[config.mk]
export PLATFORM = sky130hd
export DESIGN_NAME = nrbh_merge
export DESIGN_NICKNAME = d
export VERILOG_FILES = /design/src/hw/rtl/nrbh_pkg.sv /design/src/hw/rtl/nrbh_merge.sv
export SDC_FILE = /design/constraint.sdc
export NUM_CORES = 1
export LEC_CHECK = 0
export BUFFER_PORTS_ARGS = -buffer_cell sky130_fd_sc_hd__buf_4
export CORE_MARGIN = 2
export CORE_UTILIZATION = 29
export DETAILED_ROUTE_END_ITERATION = 10
export SLEW_MARGIN = 10
export SYNTH_ARGS = -nofsm -noshare
export SYNTH_HDL_FRONTEND = slang
export SYNTH_SLANG_ARGS = --single-unit
[constraint.sdc]
create_clock -name clk -period 14.5 [get_ports clk]
set_input_delay 1.45 -clock clk [delete_from_list [all_inputs] [get_ports clk]]
set_output_delay 1.45 -clock clk [all_outputs]
set_load 0.1 [all_outputs]
[src/hw/rtl/nrbh_pkg.sv]
// Package for the nearest ray-box hit block: widths, register indexes,
// beat types and the sequencer state type. No dependencies.
`timescale 1ns / 1ps

package nrbh_pkg;

  localparam int FRAC_BITS       = 16;
  localparam int MAX_BOXES_DEF   = 1024;
  localparam int COORD_W         = 32;
  localparam int DIR_W           = 18;
  localparam int DIST_W          = 31;
  localparam int SIZE_W          = 24;
  localparam int HIT_INDEX_W     = 10;
  localparam int BOUND_W         = 33;
  localparam int NUM_W           = 34;
  localparam int DVD_W           = NUM_W + FRAC_BITS;
  localparam int QUOT_W          = 35;
  localparam int CFG_IDX_W       = 3;
  localparam int CFG_DATA_W      = 32;
  localparam int AXES            = 3;

  localparam logic [QUOT_W-1:0] QSAT = (QUOT_W'(1) << 33) - QUOT_W'(1);

  localparam logic [CFG_IDX_W-1:0] REG_ORIGIN_X = 3'd0;
  localparam logic [CFG_IDX_W-1:0] REG_ORIGIN_Y = 3'd1;
  localparam logic [CFG_IDX_W-1:0] REG_ORIGIN_Z = 3'd2;
  localparam logic [CFG_IDX_W-1:0] REG_DIR_X    = 3'd3;
  localparam logic [CFG_IDX_W-1:0] REG_DIR_Y    = 3'd4;
  localparam logic [CFG_IDX_W-1:0] REG_DIR_Z    = 3'd5;
  localparam logic [CFG_IDX_W-1:0] REG_MAX_DIST = 3'd6;

  typedef enum logic [2:0] {
    S_IDLE,
    S_DIV,
    S_MERGE,
    S_MUL,
    S_DONE
  } state_t;

  typedef struct packed {
    logic                     dir_zero;
    logic                     contained;
    logic signed [QUOT_W-1:0] qa;
    logic signed [QUOT_W-1:0] qb;
  } axis_t;

  typedef struct packed {
    logic signed [COORD_W-1:0] pos_x;
    logic signed [COORD_W-1:0] pos_y;
    logic signed [COORD_W-1:0] pos_z;
    logic                      has_type;
    logic [SIZE_W-1:0]         box_width;
    logic [SIZE_W-1:0]         box_height;
    logic                      entity_dead;
    logic                      last_entity;
  } in_item_t;

  typedef struct packed {
    logic                      hit_found;
    logic [HIT_INDEX_W-1:0]    hit_index;
    logic [DIST_W-1:0]         hit_distance;
    logic signed [COORD_W-1:0] hit_x;
    logic signed [COORD_W-1:0] hit_y;
    logic signed [COORD_W-1:0] hit_z;
    logic                      overflow;
  } out_item_t;

endpackage

[src/hw/rtl/nrbh_merge.sv]
// Merging stage: combines the three axis lanes into entry/exit distances
// and a registered hit decision. Depends on nrbh_pkg.
`timescale 1ns / 1ps

module nrbh_merge import nrbh_pkg::*; (
  input  logic              clk,
  input  logic              rst,
  input  logic              en,
  input  axis_t             ax [AXES],
  input  logic [DIST_W-1:0] best,
  output logic              hit,
  output logic [DIST_W-1:0] t0
);

  logic signed [QUOT_W-1:0] t0_c;
  logic signed [QUOT_W-1:0] t1_c;
  logic signed [QUOT_W-1:0] lo_t;
  logic signed [QUOT_W-1:0] hi_t;
  logic                     ok;

  always_comb begin
    t0_c = '0;
    t1_c = '0;
    t1_c[DIST_W-1:0] = best;
    lo_t = '0;
    hi_t = '0;
    ok   = 1'b1;
    for (int a = 0; a < AXES; a++) begin
      if (ax[a].dir_zero) begin
        if (!ax[a].contained) ok = 1'b0;
      end else begin
        lo_t = (ax[a].qa > ax[a].qb) ? ax[a].qb : ax[a].qa;
        hi_t = (ax[a].qa > ax[a].qb) ? ax[a].qa : ax[a].qb;
        if (lo_t > t0_c) t0_c = lo_t;
        if (hi_t < t1_c) t1_c = hi_t;
      end
    end
  end

  always_ff @(posedge clk) begin
    if (rst) begin
      hit <= 1'b0;
    end else if (en) begin
      hit <= ok && (t0_c <= t1_c);
    end
  end

  // t0 lies in [0, best] whenever hit is set
  always_ff @(posedge clk) begin
    if (en) begin
      t0 <= t0_c[DIST_W-1:0];
    end
  end

endmodule

# ---- After elaboration in Yosys (flattened, before gate mapping)
# Cells that the tools add are included.
dict set report totals {
  reg_bits 32
  out_inout_bits 32
}
dict set report op_classes {
  order_cmp 10
  n_mux 24
  n_reduce_logical 1
}
# cell n
set op_table {}
lappend op_table {{35-bit two-way mux} 18}
lappend op_table {{35-bit greater-than comparator} 5}
lappend op_table {{35-bit < comparator} 2}
lappend op_table {{35-bit by 1-bit greater-than comparator with 1-bit output, second input constant} 1}
lappend op_table {{35-bit <= comparator} 1}
lappend op_table {{35-bit by 32-bit < comparator with 1-bit output} 1}
lappend op_table {{1-bit two-way mux} 6}
lappend op_table {{1-bit logical AND} 1}

# ---- Longest topological paths before layout
dict set report depth {
  word_depth 13
  ltp_mapped 76
}

# ---- Worst setup path before layout
# No wires, ideal clock.
dict set report synth_path {
  kind {input -> register}
  startpoint {in ax[150] (netlist name)}
  endpoint {reg hit}
  setup_time_ns 0.074
  t_arrival_ns 14.400
  path_slack_ns 0.025
  path_stages 71
  cell_sequence {inv_1 ha_1 a21oi_1 o21ai_1 a22o_1 o31a_1 or3_1 buf_4 a21oi_1 clkbuf_1 a21o_1 ha_1 a21o_1 a21o_1 a21o_1 a21o_1 a21o_1 a21oi_1 (+35 left out) a41oi_2 buf_6 buf_12 mux2i_1 ha_1 nor2b_1 o21a_1 o21a_1 o21a_1 o21ai_0 nand2b_1 a21oi_1 o21a_1 o21a_1 o21ai_0 a221oi_1 nor3_1 o21ai_0}
}
dict set report synth_between {
  elab_chain_len 13
  elab_cells_between_ends 23
  classes_between {order compare (8); mux (14); reduce/logical (1)}
}
# element line_no
set synth_lines {}
lappend synth_lines {{start, declared} nrbh_merge.sv:9} ;# input axis_t ax [AXES],
lappend synth_lines {{35-bit greater-than comparator} {nrbh_merge.sv:32, nrbh_merge.sv:33}}
lappend synth_lines {{35-bit two-way mux, on equally long branches} {nrbh_merge.sv:32, nrbh_merge.sv:33}}
lappend synth_lines {{35-bit by 1-bit greater-than comparator with 1-bit output / 35-bit by 32-bit < comparator with 1-bit output (equally long branches)} {nrbh_merge.sv:34, nrbh_merge.sv:35}}
lappend synth_lines {{35-bit two-way mux, on equally long branches} {nrbh_merge.sv:34, nrbh_merge.sv:35}}
lappend synth_lines {{35-bit two-way mux} nrbh_merge.sv:29} ;# if (ax[a].dir_zero) begin
lappend synth_lines {{35-bit greater-than comparator / 35-bit < comparator (equally long branches)} {nrbh_merge.sv:34, nrbh_merge.sv:35}}
lappend synth_lines {{35-bit two-way mux, on equally long branches} {nrbh_merge.sv:34, nrbh_merge.sv:35}}
lappend synth_lines {{35-bit two-way mux} nrbh_merge.sv:29}
lappend synth_lines {{35-bit greater-than comparator / 35-bit < comparator (equally long branches)} {nrbh_merge.sv:34, nrbh_merge.sv:35}}
lappend synth_lines {{35-bit two-way mux, on equally long branches} {nrbh_merge.sv:34, nrbh_merge.sv:35}}
lappend synth_lines {{35-bit two-way mux} nrbh_merge.sv:29}
lappend synth_lines {{35-bit <= comparator (*)} nrbh_merge.sv:44} ;# hit <= ok && (t0_c <= t1_c);
lappend synth_lines {{1-bit logical AND (*)} nrbh_merge.sv:44}
lappend synth_lines {{end signal, assigned} nrbh_merge.sv:44}
lappend synth_lines {{end, declared} nrbh_merge.sv:11} ;# output logic hit,
# Mark *: on every way between the ends. The rest lies on a longest branch, timed or not.
# A chain may end at the register's enable or synchronous reset.

# ---- Worst setup path in the final report
dict set report layout_path {
  startpoint {in ax[162] (netlist name)}
  endpoint {reg hit}
}
# Same word-level chain as after synthesis.

==> impl_metrics.csv <==
group,metric,value,unit
pwr,p_leak,9.50,nW
layout,final_area,0.0177,mm²
die,core_area,0.0464,mm²
pwr,p_per_area,93.5,mW/mm²
routing,dr_wl_met2,24.7,mm
setup_path,start_kind,"input pin",
clock_network,cts_hold_buf,0,
setup_path,crit_type,"in -> reg",
clock_network,cts_tree,"yes",
logic_synthesis,synth.avg_cell_area,7.84,µm²
die,dieArea,0.0486,mm²
routing,highest_layer,"met5",
place,gp_congestion,0.957,
logic_synthesis,async_flop_share,0,
routing,via_count,14041,
clock_network,htree_levels,2,
grt,gr-total-overflow,0,
logic_synthesis,synthTopCellsByCount,"ha_1, inv_1, mux2i_1, a21o_1, nand2_1",
run,max-cap-violations,0,
setup_path,critPathCaptureType,"flip-flop",
setup_path,cp_max_fo,7,
grt,grt_first_pass_wirelength,79.8,mm
sta,finClkSkew,0,ns
routing,ant_nets,0,
clock_network,clockBufferDepth,2,
sta,finalCriticalPeriod,13.89,ns
clock_network,cts_root_buf,"clkbuf_16",
setup_path,required,14.73,ns
clock_network,numCtsBuffers,5,
sta,finalMaxSlewViolations,0,
sta,hold-worst-slack,0.576,ns
sta,setup_viol,0,
setup_path,crit_path_max_incr_delay,0.42,ns
routing,drc_errors,0,
routing,drt_wl_total,55.1,mm
grt,grt_pass1_vias,13425,
setup_path,critPathSlowestCell,"or3_4",
die,die_y,220,µm
die,start_util,0.293,
grt,antenna_found_initial,2,
sta,relSlewSlack,0.364,
clock_network,clk_latency,0.29,ns
logic_synthesis,synth_edf_count,31,
logic_synthesis,synth_ff_type,"edfxtp_1",
place,portBuffers,281,
logic_synthesis,syn_area,0.0136,mm²
layout,syn2layout_area_growth,30.4,%
grt,track_usage,0.218,
hold_path,hold_class,"reg -> reg",
grt,grt_max_degree,70,
logic_synthesis,synth_warnings,0,
clock_network,cts_sinks,32,
die,num_io_pins,282,
logic_synthesis,ys_seq_area_frac,0.0700,
routing,drt_iter0_markers,901,
logic_synthesis,synth_most_common_cell,"ha_1",
sta,hold_viol_final,0,
routing,wire_per_inst,20.4,µm
logic_synthesis,yosysUniqueCellTypes,68,
routing,wl_met1,26.6,mm
sta,worst_pin_slew,0.945,ns
setup_path,crit_path_frequent_cell,"a21o_1",
die,rows,79,
sta,max_freq,72.0,MHz
place,placed_cell_area,0.0171,mm²
pwr,peakVddDrop,91.2,µV
routing,vias_per_cell,5.19,
routing,dr.pass1.iters,5,
logic_synthesis,synthCells,1733,
layout,nets,2655,
clock_network,clkTransAtPathRegs,0.05,ns
routing,dr_wl_met3,2.97,mm
logic_synthesis,synth.area.top_cells,"ha_1, mux2i_1, mux2_2, inv_1, a21o_1",
die,die_w,220,µm
logic_synthesis,synth_top_area_frac,0.283,
place,dp_hpwl,49.0,mm
logic_synthesis,yosys_register_bits,32,
sta,final.period_utilization,0.958,
layout,drive_gt1_frac,0.283,
logic_synthesis,yosysTopAreaCell,"ha_1",
setup_path,worstPathArrival,14.11,ns
run_status,run_status,"complete, no violations",
logic_synthesis,syn_nets,2290,
[area by class of cell]
| cell class | instances | area [µm²] |
|---|---|---|
| repair buffers | 414 | 3240 |
| diodes | 1 | 2.50 |
| fillers | 4752 | 28600 |
| clock buffers | 5 | 125 |
| inverters | 279 | 1050 |
| flip-flops and latches | 32 | 951 |
| multi-input cells | 1366 | 11600 |
| well taps | 607 | 759 |
| clock inverters | 3 | 18.8 |
[power by group]
group	total, W	internal [W]	switching [W]	leakage, nW
combinational	0.00141	0.000613	0.000801	9.12
clock	0.000107	0.0000632	0.0000433	0.0736
sequential	0.000136	0.000129	0.00000771	0.308
total	0.00166	0.000805	0.000853	9.50
[what timing repair did]
action,CTS,global route
buffers inserted,0,15
gates resized for setup,0,69
hold endpoints to repair,0,0
setup endpoints to repair,0,1
[path summary, 6_finish.rpt]
| check | slack, ns | start | cells past startpoint | to |
|---|---|---|---|---|
| worst max-delay path | 0.61 | ax[162] | 72 | hit$_SDFFE_PP0P_ |
| worst min-delay path | 0.58 | hit$_SDFFE_PP0P_ | 2 | hit$_SDFFE_PP0P_ |
| worst min register to register | 0.58 | hit$_SDFFE_PP0P_ | 2 | hit$_SDFFE_PP0P_ |
| worst max register to register | 13.81 | hit$_SDFFE_PP0P_ | 2 | hit$_SDFFE_PP0P_ |
[cell families after synthesis]
kind of cell | Yosys count | share of synthesized area
and+or+nand+nor | 393 | 0.145
AOI/OAI and AO/OA | 385 | 0.184
buffers and inverters | 335 | 0.0995
adders and majority gates | 308 | 0.284
muxes | 278 | 0.217
DFF | 32 | 0.0700
other | 1 | 0.000276
xor gates and xnor gates | 1 | 0.000645
[worst max-delay path: cells and delay by family]
kind	cells	cell delay, ns
AOI/OAI and AO/OA	43	7.33
adders and majority gates	6	1.67
and+or+nand+nor	11	1.65
buffers and inverters	8	1.00
muxes	4	0.97
[stage by stage]
stage | setup TNS [ns] | power, W | setup WS (ns) | util | cells
CTS | 0 | 0.00160 | 0.0464 | 0.372 | 2689
finish | 0 | 0.00166 | 0.613 | 0.382 | 2707
detailed placement | -0.220 | 0.00149 | -0.220 | 0.369 | 2681
global route | -0.0137 | 0.00179 | -0.0137 | 0.382 | 2706
global placement | 0 | 0.00146 | 0.0208 | 0.369 | 2681
floorplan | 0 | 0.00104 | 0.0254 | - | 1733
[layer usage]
| layer | track usage | up-vias |
|---|---|---|
| met5 | 0 | - |
| met4 | 0.0353 | 2 |
| met3 | 0.0168 | 36 |
| met2 | 0.357 | 415 |
| met1 | 0.316 | 6604 |
| li1 | - | 6984 |
[state kept, by name (all words and copies together) (netlist names)]
name and cells:
hit 1, t0 31
[cells in the final DEF (no fill, tap or decap), types with 4 or more instances in the layout]
cell type / instances
and3_1: 5
nor3_1: 19
o21a_1: 25
inv_1: 279
nand2b_1: 14
nand3_1: 28
a21o_1: 128
ha_1: 303
nor2b_1: 20
nor2_1: 65
mux2_2: 106
a21oi_1: 103
edfxtp_1: 31
nand2_1: 127
o21ai_1: 15
nor4b_1: 5
buf_6: 6
clkbuf_16: 7
o211ai_1: 5
mux2i_2: 8
or2_2: 4
a221oi_1: 5
a21oi_2: 10
nor4_1: 21
buf_12: 4
mux2i_4: 9
mux2i_1: 152
a211oi_1: 4
o21ai_0: 52
nand4_1: 62
buf_4: 401
Note: power is estimated with default switching activity, not from simulation.
