[src/hw/rtl/nrbh_pkg.sv]
// Package for the nearest ray-box hit block: widths, register indexes,
// beat types and the sequencer state type. No dependencies.
`timescale 1ns / 1ps

package nrbh_pkg;

  localparam int FRAC_BITS       = 16;
  localparam int MAX_BOXES_DEF   = 1024;
  localparam int COORD_W         = 32;
  localparam int DIR_W           = 18;
  localparam int DIST_W          = 31;
  localparam int SIZE_W          = 24;
  localparam int HIT_INDEX_W     = 10;
  localparam int BOUND_W         = 33;
  localparam int NUM_W           = 34;
  localparam int DVD_W           = NUM_W + FRAC_BITS;
  localparam int QUOT_W          = 35;
  localparam int CFG_IDX_W       = 3;
  localparam int CFG_DATA_W      = 32;
  localparam int AXES            = 3;

  localparam logic [QUOT_W-1:0] QSAT = (QUOT_W'(1) << 33) - QUOT_W'(1);

  localparam logic [CFG_IDX_W-1:0] REG_ORIGIN_X = 3'd0;
  localparam logic [CFG_IDX_W-1:0] REG_ORIGIN_Y = 3'd1;
  localparam logic [CFG_IDX_W-1:0] REG_ORIGIN_Z = 3'd2;
  localparam logic [CFG_IDX_W-1:0] REG_DIR_X    = 3'd3;
  localparam logic [CFG_IDX_W-1:0] REG_DIR_Y    = 3'd4;
  localparam logic [CFG_IDX_W-1:0] REG_DIR_Z    = 3'd5;
  localparam logic [CFG_IDX_W-1:0] REG_MAX_DIST = 3'd6;

  typedef enum logic [2:0] {
    S_IDLE,
    S_DIV,
    S_MERGE,
    S_MUL,
    S_DONE
  } state_t;

  typedef struct packed {
    logic                     dir_zero;
    logic                     contained;
    logic signed [QUOT_W-1:0] qa;
    logic signed [QUOT_W-1:0] qb;
  } axis_t;

  typedef struct packed {
    logic signed [COORD_W-1:0] pos_x;
    logic signed [COORD_W-1:0] pos_y;
    logic signed [COORD_W-1:0] pos_z;
    logic                      has_type;
    logic [SIZE_W-1:0]         box_width;
    logic [SIZE_W-1:0]         box_height;
    logic                      entity_dead;
    logic                      last_entity;
  } in_item_t;

  typedef struct packed {
    logic                      hit_found;
    logic [HIT_INDEX_W-1:0]    hit_index;
    logic [DIST_W-1:0]         hit_distance;
    logic signed [COORD_W-1:0] hit_x;
    logic signed [COORD_W-1:0] hit_y;
    logic signed [COORD_W-1:0] hit_z;
    logic                      overflow;
  } out_item_t;

endpackage

[src/hw/rtl/nrbh_div_lane.sv]
// One slab quotient lane: restoring divider, one quotient bit a cycle,
// truncating toward zero and saturating. Depends on nrbh_pkg.
`timescale 1ns / 1ps

module nrbh_div_lane import nrbh_pkg::*; (
  input  logic                     clk,
  input  logic                     rst,
  input  logic                     start,
  input  logic signed [NUM_W-1:0]  num,
  input  logic signed [DIR_W-1:0]  den,
  output logic                     done,
  output logic signed [QUOT_W-1:0] quot
);

  localparam int STEP_W = $clog2(DVD_W + 1);

  logic [DVD_W-1:0]  dvd;
  logic [DIR_W-1:0]  dvs;
  logic [DIR_W-1:0]  rem;
  logic              neg;
  logic              busy;
  logic [STEP_W-1:0] steps;

  logic [NUM_W-1:0]  num_mag;
  logic [DIR_W-1:0]  den_mag;
  logic [DIR_W:0]    trial;
  logic [DIR_W:0]    diff;
  logic              fits;
  logic [QUOT_W-1:0] qmag;

  always_comb begin
    num_mag = num[NUM_W-1] ? NUM_W'(-num) : NUM_W'(num);
    den_mag = den[DIR_W-1] ? DIR_W'(-den) : DIR_W'(den);
    trial   = {rem, dvd[DVD_W-1]};
    fits    = trial >= {1'b0, dvs};
    diff    = trial - {1'b0, dvs};
    qmag    = (dvd > DVD_W'(QSAT)) ? QSAT : QUOT_W'(dvd);
    quot    = neg ? QUOT_W'(-$signed(qmag)) : $signed(qmag);
  end

  always_ff @(posedge clk) begin
    if (rst) begin
      busy <= 1'b0;
      done <= 1'b0;
    end else if (start) begin
      busy <= 1'b1;
      done <= 1'b0;
    end else if (busy && steps == STEP_W'(1)) begin
      busy <= 1'b0;
      done <= 1'b1;
    end
  end

  always_ff @(posedge clk) begin
    if (start) begin
      dvd   <= DVD_W'(num_mag) << FRAC_BITS;
      dvs   <= den_mag;
      rem   <= '0;
      neg   <= num[NUM_W-1] ^ den[DIR_W-1];
      steps <= STEP_W'(DVD_W);
    end else if (busy) begin
      rem   <= fits ? diff[DIR_W-1:0] : trial[DIR_W-1:0];
      dvd   <= {dvd[DVD_W-2:0], fits};
      steps <= steps - STEP_W'(1);
    end
  end

endmodule

[config.mk]
export PLATFORM = sky130hd
export DESIGN_NAME = nrbh_div_lane
export DESIGN_NICKNAME = d
export VERILOG_FILES = /design/src/hw/rtl/nrbh_pkg.sv /design/src/hw/rtl/nrbh_div_lane.sv
export SDC_FILE = /design/constraint.sdc
export NUM_CORES = 1
export LEC_CHECK = 0
export BUFFER_PORTS_ARGS = -buffer_cell sky130_fd_sc_hd__buf_2
export CAP_MARGIN = 30
export CELL_PAD_IN_SITES_DETAIL_PLACEMENT = 1
export CELL_PAD_IN_SITES_GLOBAL_PLACEMENT = 1
export CORE_MARGIN = 8
export CORE_UTILIZATION = 44
export DETAILED_ROUTE_END_ITERATION = 6
export PLACE_DENSITY = 0.83
export SKIP_CTS_REPAIR_TIMING = 1
export SLEW_MARGIN = 0
export SYNTH_ARGS = -nofsm -noshare
export SYNTH_HDL_FRONTEND = slang
export SYNTH_SLANG_ARGS = --single-unit
[constraint.sdc]
create_clock -name clk -period 4.7 [get_ports clk]
set_input_delay 0.235 -clock clk [delete_from_list [all_inputs] [get_ports clk]]
set_output_delay 0.235 -clock clk [all_outputs]
set_load 0.05 [all_outputs]
* Word-level counts from Yosys, hierarchy flattened
Cells that the tools add are included.
** Word-level totals
- Register bits :: 95
- Input bits :: 55
- Output and inout bits :: 36
- Logic and storage cells :: 31
** Operators by class
- $add $sub $neg :: 5
- Magnitude comparators :: 2
- Eq/ne operators :: 1
- Muxes and demuxes :: 9
- Bitwise operators :: 1
- Reductions and logical operators :: 4
** Operators by type and width (count)
- 50-bit 2-to-1 mux :: 2
- 35-bit 2-to-1 mux :: 2
- 50-bit by 33-bit > comparator with 1-bit output, second input constant :: 1
- 35-bit negator :: 1
- 34-bit 2-to-1 mux :: 1
- 34-bit negator :: 1
- 19-bit by 18-bit greater-or-equal comparator with 1-bit output :: 1
- 18-bit 2-to-1 mux :: 1
- 18-bit negator :: 1
- 18-bit subtractor :: 1
- 17-bit 2-to-1 mux :: 1
- 6-bit by 1-bit equality test with 1-bit output, second input constant :: 1
- 6-bit by 1-bit subtractor with 6-bit output, second input constant :: 1
- 2-bit nonzero test :: 2
- 1-bit 2-to-1 mux :: 2
- 2-bit OR reduction :: 1
- 1-bit logical AND :: 1
- 1-bit XOR :: 1

* Depth between registers and ports, before layout
- Depth after elaboration :: 4
- Depth in mapped cells :: 14
- Depth with buffers taken out :: 13

* Least setup slack after synthesis
Ideal clock, no wire load.
- Path kind :: reg2out
- Start point :: register dvd[37]
- End point :: output quot[20]
- Arrival :: 4216 ps
- Data required time :: 4465 ps
- Path slack :: 249 ps
- Stages on the path, launching flop included :: 13
- Buffers on the path :: 2
- Cell sequence :: edfxtp_1 -> or3_1 -> or3_1 -> clkbuf_1 -> buf_1 -> nor2_1 -> ha_1 -> or3b_4 -> or4_4 -> or3_4 -> nor4_4 -> o21ai_0 -> a21oi_1
** On the way
- Word-level cells in the longest chain between the ends :: 4
** Ends and longest elaborated chain
- start, declared :: RTL line nrbh_div_lane.sv:17 : logic [DVD_W-1:0] dvd;
- start signal, assigned :: RTL line nrbh_div_lane.sv:56 : dvd <= DVD_W'(num_mag) << FRAC_BITS;
- start signal, assigned :: RTL line nrbh_div_lane.sv:63 : dvd <= {dvd[DVD_W-2:0], fits};
- 50-bit by 33-bit > comparator with 1-bit output (*) :: RTL line nrbh_div_lane.sv:37 : qmag = (dvd > DVD_W'(QSAT)) ? QSAT : QUOT_W'(dvd);
- 35-bit 2-to-1 mux (*) :: RTL line nrbh_div_lane.sv:37
- 35-bit negator :: RTL line nrbh_div_lane.sv:38 : quot = neg ? QUOT_W'(-$signed(qmag)) : $signed(qmag);
- 35-bit 2-to-1 mux (*) :: RTL line nrbh_div_lane.sv:38
- end, declared :: RTL line nrbh_div_lane.sv:12 : output logic signed [QUOT_W-1:0] quot
Every way passes the cells marked *; elsewhere a longest branch is shown, timed or not.

* Worst setup path in the final report
- Start point :: register dvd[44]
- End point :: output quot[22]
Same word-level chain as after synthesis.

==> impl_metrics.env <==
export IMPL_slowest_delay_ns=0.54
export IMPL_grt_max_degree=88
export IMPL_synth_edf_count=53
export IMPL_drv_cap=0
export IMPL_cts_root_buf="clkbuf_16"
export IMPL_overflow=0
export IMPL_cp_cell_sequence="nor4_1 > nand2_1 > or3_1 > nor2_1 > ha_1 > or3b_4 > or4_4 > nor3_2 > nand2_1 > nor4_1 > o21ai_0 > o311ai_0 > buf_2"
export IMPL_hold_viol=0
export IMPL_area_growth_pct=13.0
export IMPL_dp_hpwl_mm=15.1
export IMPL_rows=45
export IMPL_wl_mm=19.8
export IMPL_ys_seq_area_share_pct=36.4
export IMPL_crit_buf_inv=1
export IMPL_placed_cells=1017
export IMPL_worst_ep_arrival_time_ns=4.07
export IMPL_wl_per_cell_microns=19.2
export IMPL_setup_violations=0
export IMPL_synth_seq_cells=95
export IMPL_worstMarginPinSlew_ns=0.932
export IMPL_finClkSkew_ns=0.0114
export IMPL_netlist_cell_type_count=68
export IMPL_period_share_pct=91.7
export IMPL_diodes=0
export IMPL_synth_area_sq_um=6690
export IMPL_status="completed"
export IMPL_cp_max_fo=5
export IMPL_antenna_found_initial=0
export IMPL_track_usage_pct=20.4
export IMPL_drcViolationCount=0
export IMPL_cts_buffers=9
export IMPL_critical_path_top_delay_family="simple AND/OR/NAND/NOR gates"
export IMPL_critical_path_depth=13
export IMPL_synthArstFlopShare_pct=0
export IMPL_die_w_microns=139
export IMPL_vias_per_cell=6.04
export IMPL_numPortBuffers=90
export IMPL_first_global_vias=6632
export IMPL_initial_core_util_pct=44.5
export IMPL_core_sq_um=15000
export IMPL_fmax_mhz=232
export IMPL_cts_sinks=95
export IMPL_relSlewSlack_pct=37.9
export IMPL_crit_slowest_cell="or4_4"
export IMPL_final_cells=1033
export IMPL_peakVddDrop_mv=0.178
export IMPL_hp_class="in -> reg"
export IMPL_initialDrtViolationCount=355
export IMPL_required_ns=4.47
export IMPL_worstSkewPairLatency_ns=0.35
export IMPL_syn_num_nets=851
export IMPL_drive_above_1_share_pct=15.5
export IMPL_yosysWarnings=0
export IMPL_syn_avg_cell_area_sq_um=8.66
export IMPL_cts_tree="yes"
export IMPL_cp_end_kind="output port"
export IMPL_crit_path_start_kind="flop"
export IMPL_htreeDepth=3
export IMPL_clkTransAtPathRegs_ns=0.06
export IMPL_drv_slew=0
export IMPL_cts_buffer_depth=2
export IMPL_synthCells=772
export IMPL_gp_congestion=0.879
export IMPL_rsz0062_at_grt="no"
export IMPL_p_leak_nw=3.00
export IMPL_num_io_pins=91
export IMPL_tns_ns=0
export IMPL_synth_ff_type="edfxtp_1"
export IMPL_die_h_microns=139
export IMPL_hold_depth=2
export IMPL_grt_pass1_wl_mm=33.0
export IMPL_die_area_sq_um=19400
export IMPL_fillerInstances=1797
export IMPL_firstDrtPassIters=4
export IMPL_reg2reg_depth=8
export IMPL_ant_nets=0
export IMPL_p_per_area_nw_per_um2=300
export IMPL_dr_total_vias=6240
export IMPL_finalCriticalPeriod_ns=4.31
export IMPL_final_nets=919
export IMPL_criticalPathCategory="reg -> out"
==> report_power, final <==
part / switching (mW) / internal [mW]
logic: 0.391 / 0.201
registers: 0.0575 / 0.950
clock network: 0.311 / 0.355
total: 0.760 / 1.51
==> flip-flops by register name, summed over array words and instances (netlist names) <==
signal,count
neg,1
done,1
dvs,18
busy,1
dvd,50
steps,6
rem,18
==> synth_stat cells (all sizes together), types with 5 or more instances <==
cell type   n  share of area [%]
mux2i      19                2.8
nand2      85                4.8
or2         6               0.56
a31oi       5               0.47
clkbuf     32                1.8
inv        34                1.9
o31ai      23                2.6
nor2       76                4.3
nor2b       5               0.47
or3        19                1.9
a22o       30                3.9
edfxtp     53                 24
a211oi      7               0.79
a21o       10                1.1
buf         9               0.67
or4         9                1.1
o21ai      41                3.1
xnor2      53                6.9
o311ai     19                2.5
nor3       22                1.8
nand3      23                1.8
dfxtp      42                 13
a21oi      30                2.2
ha         23                4.3
nor4       14                1.5
nand2b      9               0.84
xor2       15                2.0
==> logic make-up (layout without fill, tap and decap cells) <==
family	count (synthesis)	after routing	synth area share, %
AOI/OAI and AO/OA	205	205	21.9
xor gates and xnor gates	68	68	8.91
adders and majority gates	24	24	4.60
buffers and inverters	76	149	4.43
DFF	95	95	36.4
muxes	19	19	2.84
and+or+nand+nor	285	285	21.0
==> final timing paths <==
| check | startpoint | endpoint | slack (ns) |
|---|---|---|---|
| worst max-delay path | dvd[44]$_DFFE_PP_ | quot[22] | 0.39 |
| worst min register to register | steps[0]$_SDFFE_PP0P_ | steps[0]$_SDFFE_PP0P_ | 0.49 |
| worst max register to register | dvs[6]$_DFFE_PP_ | rem[6]$_SDFFE_PP0P_ | 1.59 |
| worst min-delay path | rst | done$_SDFFE_PP0P_ | 0.06 |
==> cells in the final DEF (no fill, tap or decap), types with 7 or more instances in the layout <==
cell type,instances
a211oi_1,7
a21o_1,10
a21oi_1,30
a22o_1,30
buf_2,90
buf_4,7
clkbuf_16,9
dfxtp_1,42
edfxtp_1,53
ha_1,23
inv_1,34
mux2i_1,19
nand2_1,85
nand2b_1,9
nand3_1,22
nor2_1,75
nor3_1,20
nor4_1,13
o21ai_0,40
o311ai_0,19
o31ai_1,23
or3_1,18
or4_1,7
xnor2_1,53
xor2_1,15
==> per-layer routing <==
metal,global-route usage [%],vias to the layer above,share of wire [%]
li1,-,3002,-
met1,25.2,3064,44
met2,35.5,146,49
met5,0,-,0
met4,6.82,0,1.7
met3,3.15,28,4.6
==> area by class of cell <==
| cell class | count | area (sq um) | share of cell area [%] |
|---|---|---|---|
| repair buffers | 98 | 531 | 7.02 |
| clock inverters | 6 | 37.5 | 0.497 |
| inverters | 35 | 131 | 1.74 |
| clock buffers | 10 | 229 | 3.03 |
| flip-flops and latches | 95 | 2430 | 32.2 |
| multi-input cells | 601 | 3960 | 52.4 |
| well taps | 188 | 235 | 3.11 |
==> per-stage QoR <==
stage	hold slack (ns)	worst slack, ns	util (%)	instance area, sq um	total power [mW]
detailed placement	0.424	0.753	48.5	7290	1.62
global route	0.0704	0.113	50.3	7560	2.36
global placement	0.415	0.888	48.3	7260	1.58
CTS	0.0567	0.384	50.3	7560	2.28
floorplan	0.307	0.249	-	6690	1.43
finish	0.0623	0.390	50.3	7560	2.27
==> worst reg2reg max path, cell delays in order, from the launching register on <==
cell	delay [ns]
edfxtp_1	0.34
inv_1	0.06
ha_1	0.41
nand3_1	0.17
or4_1	0.61
o211ai_1	0.21
a211o_1	0.22
nand2_1	0.45
o311ai_0	0.52
No activity file was read; power rests on OpenSTA's default activity.
