--- config.mk ---
export PLATFORM = sky130hd
export DESIGN_NAME = nrbh_point_lane
export DESIGN_NICKNAME = d
export VERILOG_FILES = /design/src/hw/rtl/nrbh_pkg.sv /design/src/hw/rtl/nrbh_point_lane.sv
export SDC_FILE = /design/constraint.sdc
export NUM_CORES = 1
export LEC_CHECK = 0
export ABC_CLOCK_PERIOD_IN_PS = 8500
export BUFFER_PORTS_ARGS = -buffer_cell sky130_fd_sc_hd__buf_4
export CAP_MARGIN = 10
export CELL_PAD_IN_SITES_DETAIL_PLACEMENT = 1
export CELL_PAD_IN_SITES_GLOBAL_PLACEMENT = 1
export CORE_ASPECT_RATIO = 1.2
export CORE_MARGIN = 2
export CORE_UTILIZATION = 46
export DETAILED_ROUTE_END_ITERATION = 8
export PLACE_DENSITY_LB_ADDON = 0.3
export SYNTH_ARGS = -nofsm -noshare
export SYNTH_HDL_FRONTEND = slang
export SYNTH_SLANG_ARGS = --single-unit
--- constraint.sdc ---
create_clock -name clk -period 8.5 [get_ports clk]
set_input_delay 2.55 -clock clk [delete_from_list [all_inputs] [get_ports clk]]
set_output_delay 2.55 -clock clk [all_outputs]
set_load 0.01 [all_outputs]
--- src/hw/rtl/nrbh_pkg.sv ---
// Package for the nearest ray-box hit block: widths, register indexes,
// beat types and the sequencer state type. No dependencies.
`timescale 1ns / 1ps

package nrbh_pkg;

  localparam int FRAC_BITS       = 16;
  localparam int MAX_BOXES_DEF   = 1024;
  localparam int COORD_W         = 32;
  localparam int DIR_W           = 18;
  localparam int DIST_W          = 31;
  localparam int SIZE_W          = 24;
  localparam int HIT_INDEX_W     = 10;
  localparam int BOUND_W         = 33;
  localparam int NUM_W           = 34;
  localparam int DVD_W           = NUM_W + FRAC_BITS;
  localparam int QUOT_W          = 35;
  localparam int CFG_IDX_W       = 3;
  localparam int CFG_DATA_W      = 32;
  localparam int AXES            = 3;

  localparam logic [QUOT_W-1:0] QSAT = (QUOT_W'(1) << 33) - QUOT_W'(1);

  localparam logic [CFG_IDX_W-1:0] REG_ORIGIN_X = 3'd0;
  localparam logic [CFG_IDX_W-1:0] REG_ORIGIN_Y = 3'd1;
  localparam logic [CFG_IDX_W-1:0] REG_ORIGIN_Z = 3'd2;
  localparam logic [CFG_IDX_W-1:0] REG_DIR_X    = 3'd3;
  localparam logic [CFG_IDX_W-1:0] REG_DIR_Y    = 3'd4;
  localparam logic [CFG_IDX_W-1:0] REG_DIR_Z    = 3'd5;
  localparam logic [CFG_IDX_W-1:0] REG_MAX_DIST = 3'd6;

  typedef enum logic [2:0] {
    S_IDLE,
    S_DIV,
    S_MERGE,
    S_MUL,
    S_DONE
  } state_t;

  typedef struct packed {
    logic                     dir_zero;
    logic                     contained;
    logic signed [QUOT_W-1:0] qa;
    logic signed [QUOT_W-1:0] qb;
  } axis_t;

  typedef struct packed {
    logic signed [COORD_W-1:0] pos_x;
    logic signed [COORD_W-1:0] pos_y;
    logic signed [COORD_W-1:0] pos_z;
    logic                      has_type;
    logic [SIZE_W-1:0]         box_width;
    logic [SIZE_W-1:0]         box_height;
    logic                      entity_dead;
    logic                      last_entity;
  } in_item_t;

  typedef struct packed {
    logic                      hit_found;
    logic [HIT_INDEX_W-1:0]    hit_index;
    logic [DIST_W-1:0]         hit_distance;
    logic signed [COORD_W-1:0] hit_x;
    logic signed [COORD_W-1:0] hit_y;
    logic signed [COORD_W-1:0] hit_z;
    logic                      overflow;
  } out_item_t;

endpackage

--- src/hw/rtl/nrbh_point_lane.sv ---
// Hit point for one axis: registered dir * t, floor shift, add origin,
// saturate to 32 bits. Depends on nrbh_pkg.
`timescale 1ns / 1ps

module nrbh_point_lane import nrbh_pkg::*; (
  input  logic                      clk,
  input  logic                      en,
  input  logic [DIST_W-1:0]         t,
  input  logic signed [DIR_W-1:0]   dir,
  input  logic signed [COORD_W-1:0] origin,
  output logic signed [COORD_W-1:0] point
);

  localparam int PROD_W = DIR_W + DIST_W + 1;
  localparam int SUM_W  = PROD_W + 1;
  localparam logic signed [SUM_W-1:0] SMAX = SUM_W'({1'b0, {(COORD_W-1){1'b1}}});
  localparam logic signed [SUM_W-1:0] SMIN = -SMAX - SUM_W'(1);

  logic signed [PROD_W-1:0] prod;
  logic signed [SUM_W-1:0]  sum;

  always_ff @(posedge clk) begin
    if (en) begin
      prod <= dir * $signed({1'b0, t});
    end
  end

  always_comb begin
    sum = SUM_W'(prod >>> FRAC_BITS) + SUM_W'(origin);
    if (sum > SMAX)      point = SMAX[COORD_W-1:0];
    else if (sum < SMIN) point = SMIN[COORD_W-1:0];
    else                 point = sum[COORD_W-1:0];
  end

endmodule

======== Word-level counts from Yosys, hierarchy flattened ========
Index checks and enable logic that the tools add are counted.
storage, ports and cells
  bits in registers ....................... 50
  output and inout bits ................... 32
  logic and storage cells ................. 7
operators by class
  add/sub/neg operators ................... 1
  $mul .................................... 1
  magnitude comparators ................... 2
  mux-type cells .......................... 2
operator list
  kind                                                                                number
  32-bit two-way mux                                                                  2
  18-bit by 32-bit multiplier with 50-bit output                                      1
  34-bit by 32-bit adder with 35-bit output                                           1
  35-bit by 32-bit greater-than comparator with 1-bit output (second input constant)  1
  35-bit by 32-bit < comparator with 1-bit output (second input constant)             1

======== Longest topological paths before layout ========
Gate-level depths: netlist of run 1.
  depth in word-level cells ............... 4
  mapped depth ............................ 24
  mapped depth without buffers ............ 23

======== Least setup slack after synthesis of run 1 ========
No wires, ideal clock.
  path type ............................... in2reg
  start point ............................. input port t[17]
  end point ............................... register prod[44], data pin
  arrival time ............................ 8213 ps
  required time ........................... 8237 ps
  setup slack ............................. 25 ps
  cell stages on the path ................. 21
  path buffers ............................ 2
  path through ............................ clkbuf_1 clkbuf_1 nand2_1 fa_1 inv_1 fa_1 inv_1 fa_1 fa_1 inv_1 fa_1 fa_1 ha_1 a21oi_1 o21ai_1 a311o_1 a21o_1 a311o_1 a31o_2 a311oi_1 xnor2_1
between the ends
  longest elaborated chain between the ends .. 1
RTL lines
  element                                         RTL line               RTL
  start, declared                                 nrbh_point_lane.sv:8   input logic [DIST_W-1:0] t,
  18-bit by 32-bit multiplier with 50-bit output  nrbh_point_lane.sv:24  prod <= dir * $signed({1'b0, t});
  end signal, assigned                            nrbh_point_lane.sv:24
  end, declared                                   nrbh_point_lane.sv:19  logic signed [PROD_W-1:0] prod;
No other way between the ends.
A chain may end at the register's enable or synchronous reset.

======== Worst setup path in the final report of run 1 ========
  start point ............................. input port dir[9]
  end point ............................... register prod[44], data pin
between the ends
  longest elaborated chain between the ends .. 1
RTL lines
  element                                         RTL line               RTL
  start, declared                                 nrbh_point_lane.sv:9   input logic signed [DIR_W-1:0] dir,
  18-bit by 32-bit multiplier with 50-bit output  nrbh_point_lane.sv:24
No other way between the ends.

==> results_dict.tcl, run 1 <==
set metrics [dict create \
    status "complete, no violations" \
    clock-sinks 34 \
    synthToLayoutAreaGrowth_pct 11.6 \
    cts_buffers 5 \
    start_util_pct 46.3 \
    path_depth 19 \
    root_buffer "clkbuf_16" \
    slew_viol_final 0 \
    hold_viol 0 \
    place.gp.congestion 0.877 \
    drc_errors 0 \
    layout_commonest_cell "inv_1" \
    path_buf_inv 4 \
    yosysTopAreaCell "fa_1" \
    grt_pass1_vias 18300 \
    syn_inst 2324 \
    viasPerCell 5.28 \
    arrival_ns 8.36 \
    synth_area_leaders "fa_1 45%, ha_1 11%, inv_1 9.7%, and2_1 7.0%, nand2_1 5.9%" \
    worst_pin_slew_ns 0.765 \
    drive_gt1_share_pct 10.8 \
    crit_required_ns 8.52 \
    fin_ws_ns 0.160 \
    finalNetCount 3202 \
    max_clock_freq_ghz 0.120 \
    grt-ovfl-total 0 \
    antenna_found_initial 0 \
    die_h_um 236 \
    synth_fp_nets 3059 \
    crit_slowest_cell "fa_1" \
    postCtsHoldBufs 0 \
    synthFlopType "edfxtp_1" \
    largest_reg_flops 34 \
    detail-route-antenna-nets 0 \
    synth_seq_cells 34 \
    yosys_warnings 0 \
    core-area_mm2 0.0447 \
    endpoint "prod[44]" \
    path_clk_slew_ns 0.05 \
    grt_start_max_net_pins 35 \
    drt_iter0_drc 688 \
    multi_input_area_mm2 0.0173 \
    dieArea_mm2 0.0467 \
    rsz0062_at_grt "yes" \
    nFillCells 5288 \
    diodes 0 \
    syn_avg_cell_area_um2 8.90 \
    tritoncts "built" \
    path_delay_family "adder cells" \
    layout_common_cells "536 x inv_1, 464 x fa_1, 325 x nand2_1, 233 x and2_1, 231 x buf_4" \
    post_cts_buffers 0 \
    fin_util_pct 51.7 \
    async_reset_ff_share_pct 0 \
    largest_register "prod" \
    placed_cell_area_mm2 0.0228 \
    slowest_delay_ns 0.62 \
    worstSetupPathType "input pin to flop" \
    final_area_mm2 0.0231 \
    drtPass1Iterations 5 \
    clockBufferDepth 2 \
    regArea_mm2 0.00102 \
    rows 85 \
    vias 16000 \
    dp_hpwl_um 52600 \
    synth_top_area_share_pct 44.9 \
    synth_edf_count 34 \
    final_cells 3033 \
    grt_pass1_wl_um 95900 \
    wl_per_cell_um 19.6 \
    dp_cells 3024 \
    portBuffers 114 \
    post-route-min-period_ns 8.34 \
    wirelength_um 59400 \
    cp-start-kind "input pin" \
    critPathCaptureType "flop" \
    crit_chain "buf_6, nand2_1, fa_1, inv_1, fa_1, fa_1, fa_1, fa_1, inv_1, fa_1, inv_1, ha_1, and3_1, a311o_1, a21o_1, a311o_1, a31o_2, a311oi_1, xnor2_1" \
    cp_common_cell "fa_1" \
    hp-class "input pin to flop" \
    largestRegisters "prod x34" \
    syn_area_mm2 0.0207 \
    grt_usage_pct 26.2 \
    synth.distinct_cells 63 \
    path_max_fanout 11 \
    synth-seq-area-share_pct 4.94 \
    die_width_um 198 \
    slew-limit-headroom_pct 49.0 \
    io_pins 115 \
    finalSetupViolCount 0 \
    htree_levels 2 \
    crit_path_start "dir[9]" \
    cap_violations 0 \
    min_period_over_period_pct 98.1 \
    dp_slack_ns -0.191 \
]
## stage by stage
| stage | TNS, ns | hold WS (ns) |
|---|---|---|
| 2_1_floorplan | 0 | 2.66 |
| 3_3_place_gp | -0.0395 | 3.02 |
| 3_5_place_dp | -2.21 | 3.02 |
| 4_1_cts | 0 | 2.73 |
| 5_1_grt | -0.00516 | 2.75 |
| 6_report | 0 | 2.72 |
## kinds of logic after synthesis
family | count (synthesis) | share of synthesized area (%)
and+or+nand+nor | 711 | 17.0
adders and majority gates | 652 | 56.3
buffers and inverters | 643 | 11.9
AOI/OAI and AO/OA | 223 | 7.28
xor gates and xnor gates | 61 | 2.62
DFF | 34 | 4.94
## area by class of cell
type / count / area share [%]
multi-input cells: 1648 / 74.8
inverters: 536 / 8.72
repair buffers: 242 / 8.28
flip-flops and latches: 34 / 4.42
clock inverters: 1 / 0.130
clock buffers: 7 / 0.575
well taps: 565 / 3.06
## timing repair
| action | in CTS | in global routing |
|---|---|---|
| endpoints found under the setup margin | 31 | 10 |
| resized for setup | 2 | 14 |
| cloned | 1 | 0 |
| pin swaps | 0 | 3 |
## cell usage after synthesis (16+ instances only)
library cell / n
a21o_1: 54
a21oi_1: 66
and2_1: 233
clkbuf_1: 95
edfxtp_1: 34
fa_1: 464
ha_1: 188
inv_1: 536
nand2_1: 325
nand2b_1: 16
nand4_1: 19
nor2_1: 57
o21ai_0: 23
xnor2_1: 34
xor2_1: 26
## worst min path at each step
| stage | from | endpoint | slack, ns | cells after the start |
|---|---|---|---|---|
| after floorplan | en | prod[16] | 2.66 | 0 |
| after global placement | en | prod[49] | 3.02 | 1 |
| after detailed placement | en | prod[49] | 3.02 | 1 |
| after CTS | en | prod[49] | 2.73 | 1 |
| after global routing | en | prod[49] | 2.75 | 1 |
| final | en | prod[49] | 2.72 | 1 |
## metal layers
metal  vias up  part of all wire, %  track usage (%)
met5         -                    0                0
met4         0                  2.7             7.38
met3        86                  4.0             2.33
met2       354                   51             46.9
met1      8308                   42             33.8
li1       7259                    -                -
Power of run 1 is not shown: default switching activity piles up to over one toggle a cycle in this logic, so the estimate is an artifact.
==> inputs of run 2 (changes only) <==
- ABC_CLOCK_PERIOD_IN_PS: 8500 -> 10200
- CORE_UTILIZATION: 46 -> 54
- REMOVE_ABC_BUFFERS: not set -> 1
- clock period: 8.5 -> 10.2 ns (I/O delays scaled with it)
==> run 2 against run 1 <==
Against the previous run: cell area down 5.1%; critical path depth down 5; routed wire length increased by 5.5%; first-iteration DRC count up 4.8%; utilization increased by 6.4 points; setup slack better by 0.33 ns; flip-flop and latch count is the same; global-route usage is 6.4 points higher; cell count decreased by 7.0%; worst hold slack improved by 0.53 ns; largest cell class unchanged.
==> results_dict.tcl, run 2 (same netlist as run 1, synthesis figures left out) <==
set metrics [dict create \
    htree_levels 2 \
    cp-start-kind "input pin" \
    detail-route-antenna-nets 0 \
    largest_reg_flops 34 \
    holdPathStages 1 \
    clockBufferDepth 2 \
    crit_required_ns 7.14 \
    largestRegisters "prod x34" \
    worstSetupPathType "input pin to output port" \
    grt-ovfl-total 0 \
    wl_per_cell_um 22.2 \
    wirelength_um 62600 \
    io_pins 115 \
    diodes 0 \
    tns_ns 0 \
    layout_commonest_cell "inv_1" \
    drc_errors 0 \
    final_cells 2822 \
    drt_iter0_drc 721 \
    die_width_um 183 \
    grt_usage_pct 32.6 \
    rows 78 \
    dp_hpwl_um 49200 \
    root_buffer "clkbuf_16" \
    grt_start_max_net_pins 35 \
    post_cts_buffers 0 \
    regArea_mm2 0.00102 \
    postCtsHoldBufs 0 \
    worst_pin_slew_ns 1.13 \
    hold_end "prod[47]" \
    synthToLayoutAreaGrowth_pct 5.96 \
    viasPerCell 5.72 \
    min_period_over_period_pct 95.2 \
    path_clk_slew_ns 0.06 \
    largest_register "prod" \
    cts_resized 0 \
    dp_cells 2814 \
    die_h_um 218 \
    path_max_fanout 31 \
    cap_violations 0 \
    vias 16100 \
    arrival_ns 6.65 \
    clock-sinks 34 \
    antenna_found_initial 0 \
    post-route-min-period_ns 9.71 \
    hold_viol 0 \
    max_clock_freq_ghz 0.103 \
    finalSetupViolCount 0 \
    layout_common_cells "536 x inv_1, 464 x fa_1, 325 x nand2_1, 233 x and2_1, 188 x ha_1" \
    hp-class "input pin to flop" \
    dp_slack_ns 0.606 \
    nFillCells 4415 \
    place.gp.congestion 0.887 \
    status "complete, no violations" \
    min-delay-start "en" \
    slew-limit-headroom_pct 24.6 \
    critPathCaptureType "output port" \
    start_util_pct 54.8 \
    finalNetCount 3076 \
    grt_pass1_wl_um 99600 \
    portBuffers 114 \
    tritoncts "built" \
    fin_ws_ns 0.490 \
    rsz0062_at_grt "no" \
    drive_gt1_share_pct 5.89 \
    dieArea_mm2 0.0399 \
    multi_input_area_mm2 0.0172 \
    cts_buffers 5 \
    slew_viol_final 0 \
    grt_pass1_vias 19200 \
    core-area_mm2 0.0378 \
    drtPass1Iterations 5 \
]
run 2: cell count changes in the layout (fill, tap and decap cells not counted), moves of 2 or more:
cell / change
o21ai_0: +2
buf_12: -6
buf_6: -5
buf_4: -114
o21ai_1: -2
clkbuf_1: -2
run 2: how the worst max path moves through the flow:
stage          startpoint        to  slack, ns  depth (start not counted)
2_1_floorplan   origin[0]  point[0]       1.34                         12
3_3_place_gp       dir[3]  prod[45]       0.66                         19
3_5_place_dp    origin[0]  point[9]       0.61                         14
4_1_cts         origin[0]  point[1]       0.57                         14
5_1_grt         origin[0]  point[1]       0.24                         14
6_report        origin[0]  point[1]       0.49                         14
run 2: area by class of cell:
type | instances | share of cell area, %
multi-input combinational | 1647 | 78.5
timing repair buffer | 117 | 4.01
sequential | 34 | 4.66
clock buffer | 5 | 0.571
clock inverter | 3 | 0.314
inverter | 536 | 9.18
tap | 480 | 2.74
run 2: worst max-delay path, cell delays in order:
cell and delay (ns):
buf_4 0.08, ha_1 0.17, inv_1 0.06, fa_1 0.39, nand2b_1 0.21, a21oi_1 0.27
o21ai_1 0.16, o211ai_2 0.33, a21oi_1 0.20, o31ai_1 0.49, a21oi_2 0.20, a31oi_4 0.69
o21a_1 0.19, buf_4 0.12
run 2: metal layers:
metal  global-route usage, %  vias to the layer above  wire (um)
met5                       0                        -          0
met4                    19.0                        0       4070
met3                    3.75                      219       2710
met2                    61.5                      498      33800
met1                    35.0                     8432      22100
li1                        -                     6993          -
run 2: per-stage QoR:
stage	instance area [um^2]	hold slack, ns	utilization (%)
3_5_place_dp	21700	3.55	57.5
5_1_grt	21900	3.26	58.0
6_report	21900	3.25	58.0
2_1_floorplan	20200	3.17	-
3_3_place_gp	21700	3.53	57.5
4_1_cts	21900	3.27	58.0
Power of run 2 is left out for the same reason.
==> inputs of run 3 (changes only) <==
- RECOVER_POWER: not set -> 50
==> run 3 against run 2 <==
Against the previous run: the flow now finishes with violations (capacitance limit, slew limit); via count barely moved; flip-flop and latch count is the same; setup slack stayed put; utilization barely moved; die area did not move; count of clock-buffer cells in the layout is the same; cell count unchanged; cell area hardly changed; routed wire length barely moved; global-route usage stayed put; first-iteration DRC count is the same; critical path type unchanged; critical endpoint unchanged; highest routed layer unchanged.
==> results_dict.tcl, run 3 (same netlist as run 1, synthesis figures left out) <==
set metrics [dict create \
    status "finished with violations" \
    violations "capacitance limit, slew limit" \
    final_cells 2822 \
    hold_end "prod[49]" \
    wirelength_um 62600 \
    layout_common_cells "536 x inv_1, 464 x fa_1, 325 x nand2_1, 233 x and2_1, 188 x ha_1" \
    crit_slowest_cell "a31oi_4" \
    cts_buffers 5 \
    tns_ns 0 \
    drt_iter0_drc 721 \
    slew-limit-headroom_pct -37.5 \
    arrival_ns 6.65 \
    drc_errors 0 \
    min-delay-start "dir[17]" \
    start_util_pct 54.8 \
    wl_per_cell_um 22.2 \
    rsz0062_at_grt "no" \
    vias 16100 \
    worstSetupPathType "input pin to output port" \
    dp_hpwl_um 49200 \
    drive_gt1_share_pct 5.85 \
    diodes 0 \
    viasPerCell 5.72 \
    htree_levels 2 \
    clock-sinks 34 \
    dp_slack_ns 0.606 \
    final_area_mm2 0.0219 \
    slowest_delay_ns 0.69 \
    finalNetCount 3076 \
    max_clock_freq_ghz 0.103 \
    slew_viol_final 35 \
    crit_chain "buf_4, ha_1, inv_1, fa_1, nand2b_1, a21oi_1, o21ai_1, o211ai_2, a21oi_1, o31ai_1, a21oi_2, a31oi_4, o21a_1, buf_4" \
    grt-ovfl-total 0 \
    core-area_mm2 0.0378 \
    fin_ws_ns 0.490 \
    cts_resized 0 \
    dieArea_mm2 0.0399 \
    portBuffers 114 \
    root_buffer "clkbuf_16" \
    grt_pass1_vias 19200 \
    post-route-min-period_ns 9.71 \
    path_max_fanout 31 \
    crit_required_ns 7.14 \
    placed_cell_area_mm2 0.0217 \
    tritoncts "built" \
    place.gp.congestion 0.887 \
    worst_pin_slew_ns 2.06 \
    io_pins 115 \
    die_h_um 218 \
    hp-class "input pin to flop" \
    critPathCaptureType "output port" \
    grt_usage_pct 32.6 \
    grt_pass1_wl_um 99600 \
    largest_register "prod" \
    layout_commonest_cell "inv_1" \
    synthToLayoutAreaGrowth_pct 5.94 \
    drtPass1Iterations 5 \
    antenna_found_initial 0 \
    clockBufferDepth 2 \
    die_width_um 183 \
    detail-route-antenna-nets 0 \
    holdPathStages 5 \
    largestRegisters "prod x34" \
    postCtsHoldBufs 0 \
    dp_cells 2814 \
    cp-start-kind "input pin" \
    largest_reg_flops 34 \
    post_cts_buffers 0 \
    path_clk_slew_ns 0.06 \
    rows 78 \
    grt_start_max_net_pins 35 \
    cap_violations 1 \
    hold_viol 0 \
    min_period_over_period_pct 95.2 \
    finalSetupViolCount 0 \
]
[run 3: cell type report]
class	count	area [um^2]
multi-input combinational	1647	17200
fill	4414	15900
inverter	536	2010
sequential	34	1020
timing repair buffer	117	875
tap	480	601
clock buffer	5	125
clock inverter	3	68.8
[run 3: stage by stage]
stage | util, % | hold slack, ns
after global routing | 58.0 | 3.80
after global placement | 57.5 | 3.53
final | 58.0 | 3.75
after CTS | 58.0 | 3.27
after floorplan | - | 3.17
after detailed placement | 57.5 | 3.55
[run 3: worst max-delay path, delay by kind of cell]
family | cells | cell delay [ns]
simple gates | 1 | 0.21
buf+inv | 3 | 0.26
fa+ha+maj | 2 | 0.56
compound gates | 8 | 2.53
[run 3: how the worst max path moves through the flow]
stage / startpoint / end / cells after the start
2_1_floorplan: origin[0] / point[0] / 12
3_3_place_gp: dir[3] / prod[45] / 19
3_5_place_dp: origin[0] / point[9] / 14
4_1_cts: origin[0] / point[1] / 14
5_1_grt: origin[0] / point[1] / 14
6_report: origin[0] / point[1] / 14
[run 3: routing by layer]
metal  global-route usage [%]  up-vias  share of wire (%)  wire (um)
li1                         -     6993                  -          -
met1                     35.0     8435                 35      22100
met2                     61.5      503                 54      33800
met3                     3.75      217                4.3       2710
met4                     19.0        0                6.5       4070
met5                        0        -                  0          0
Power of run 3 is left out for the same reason.
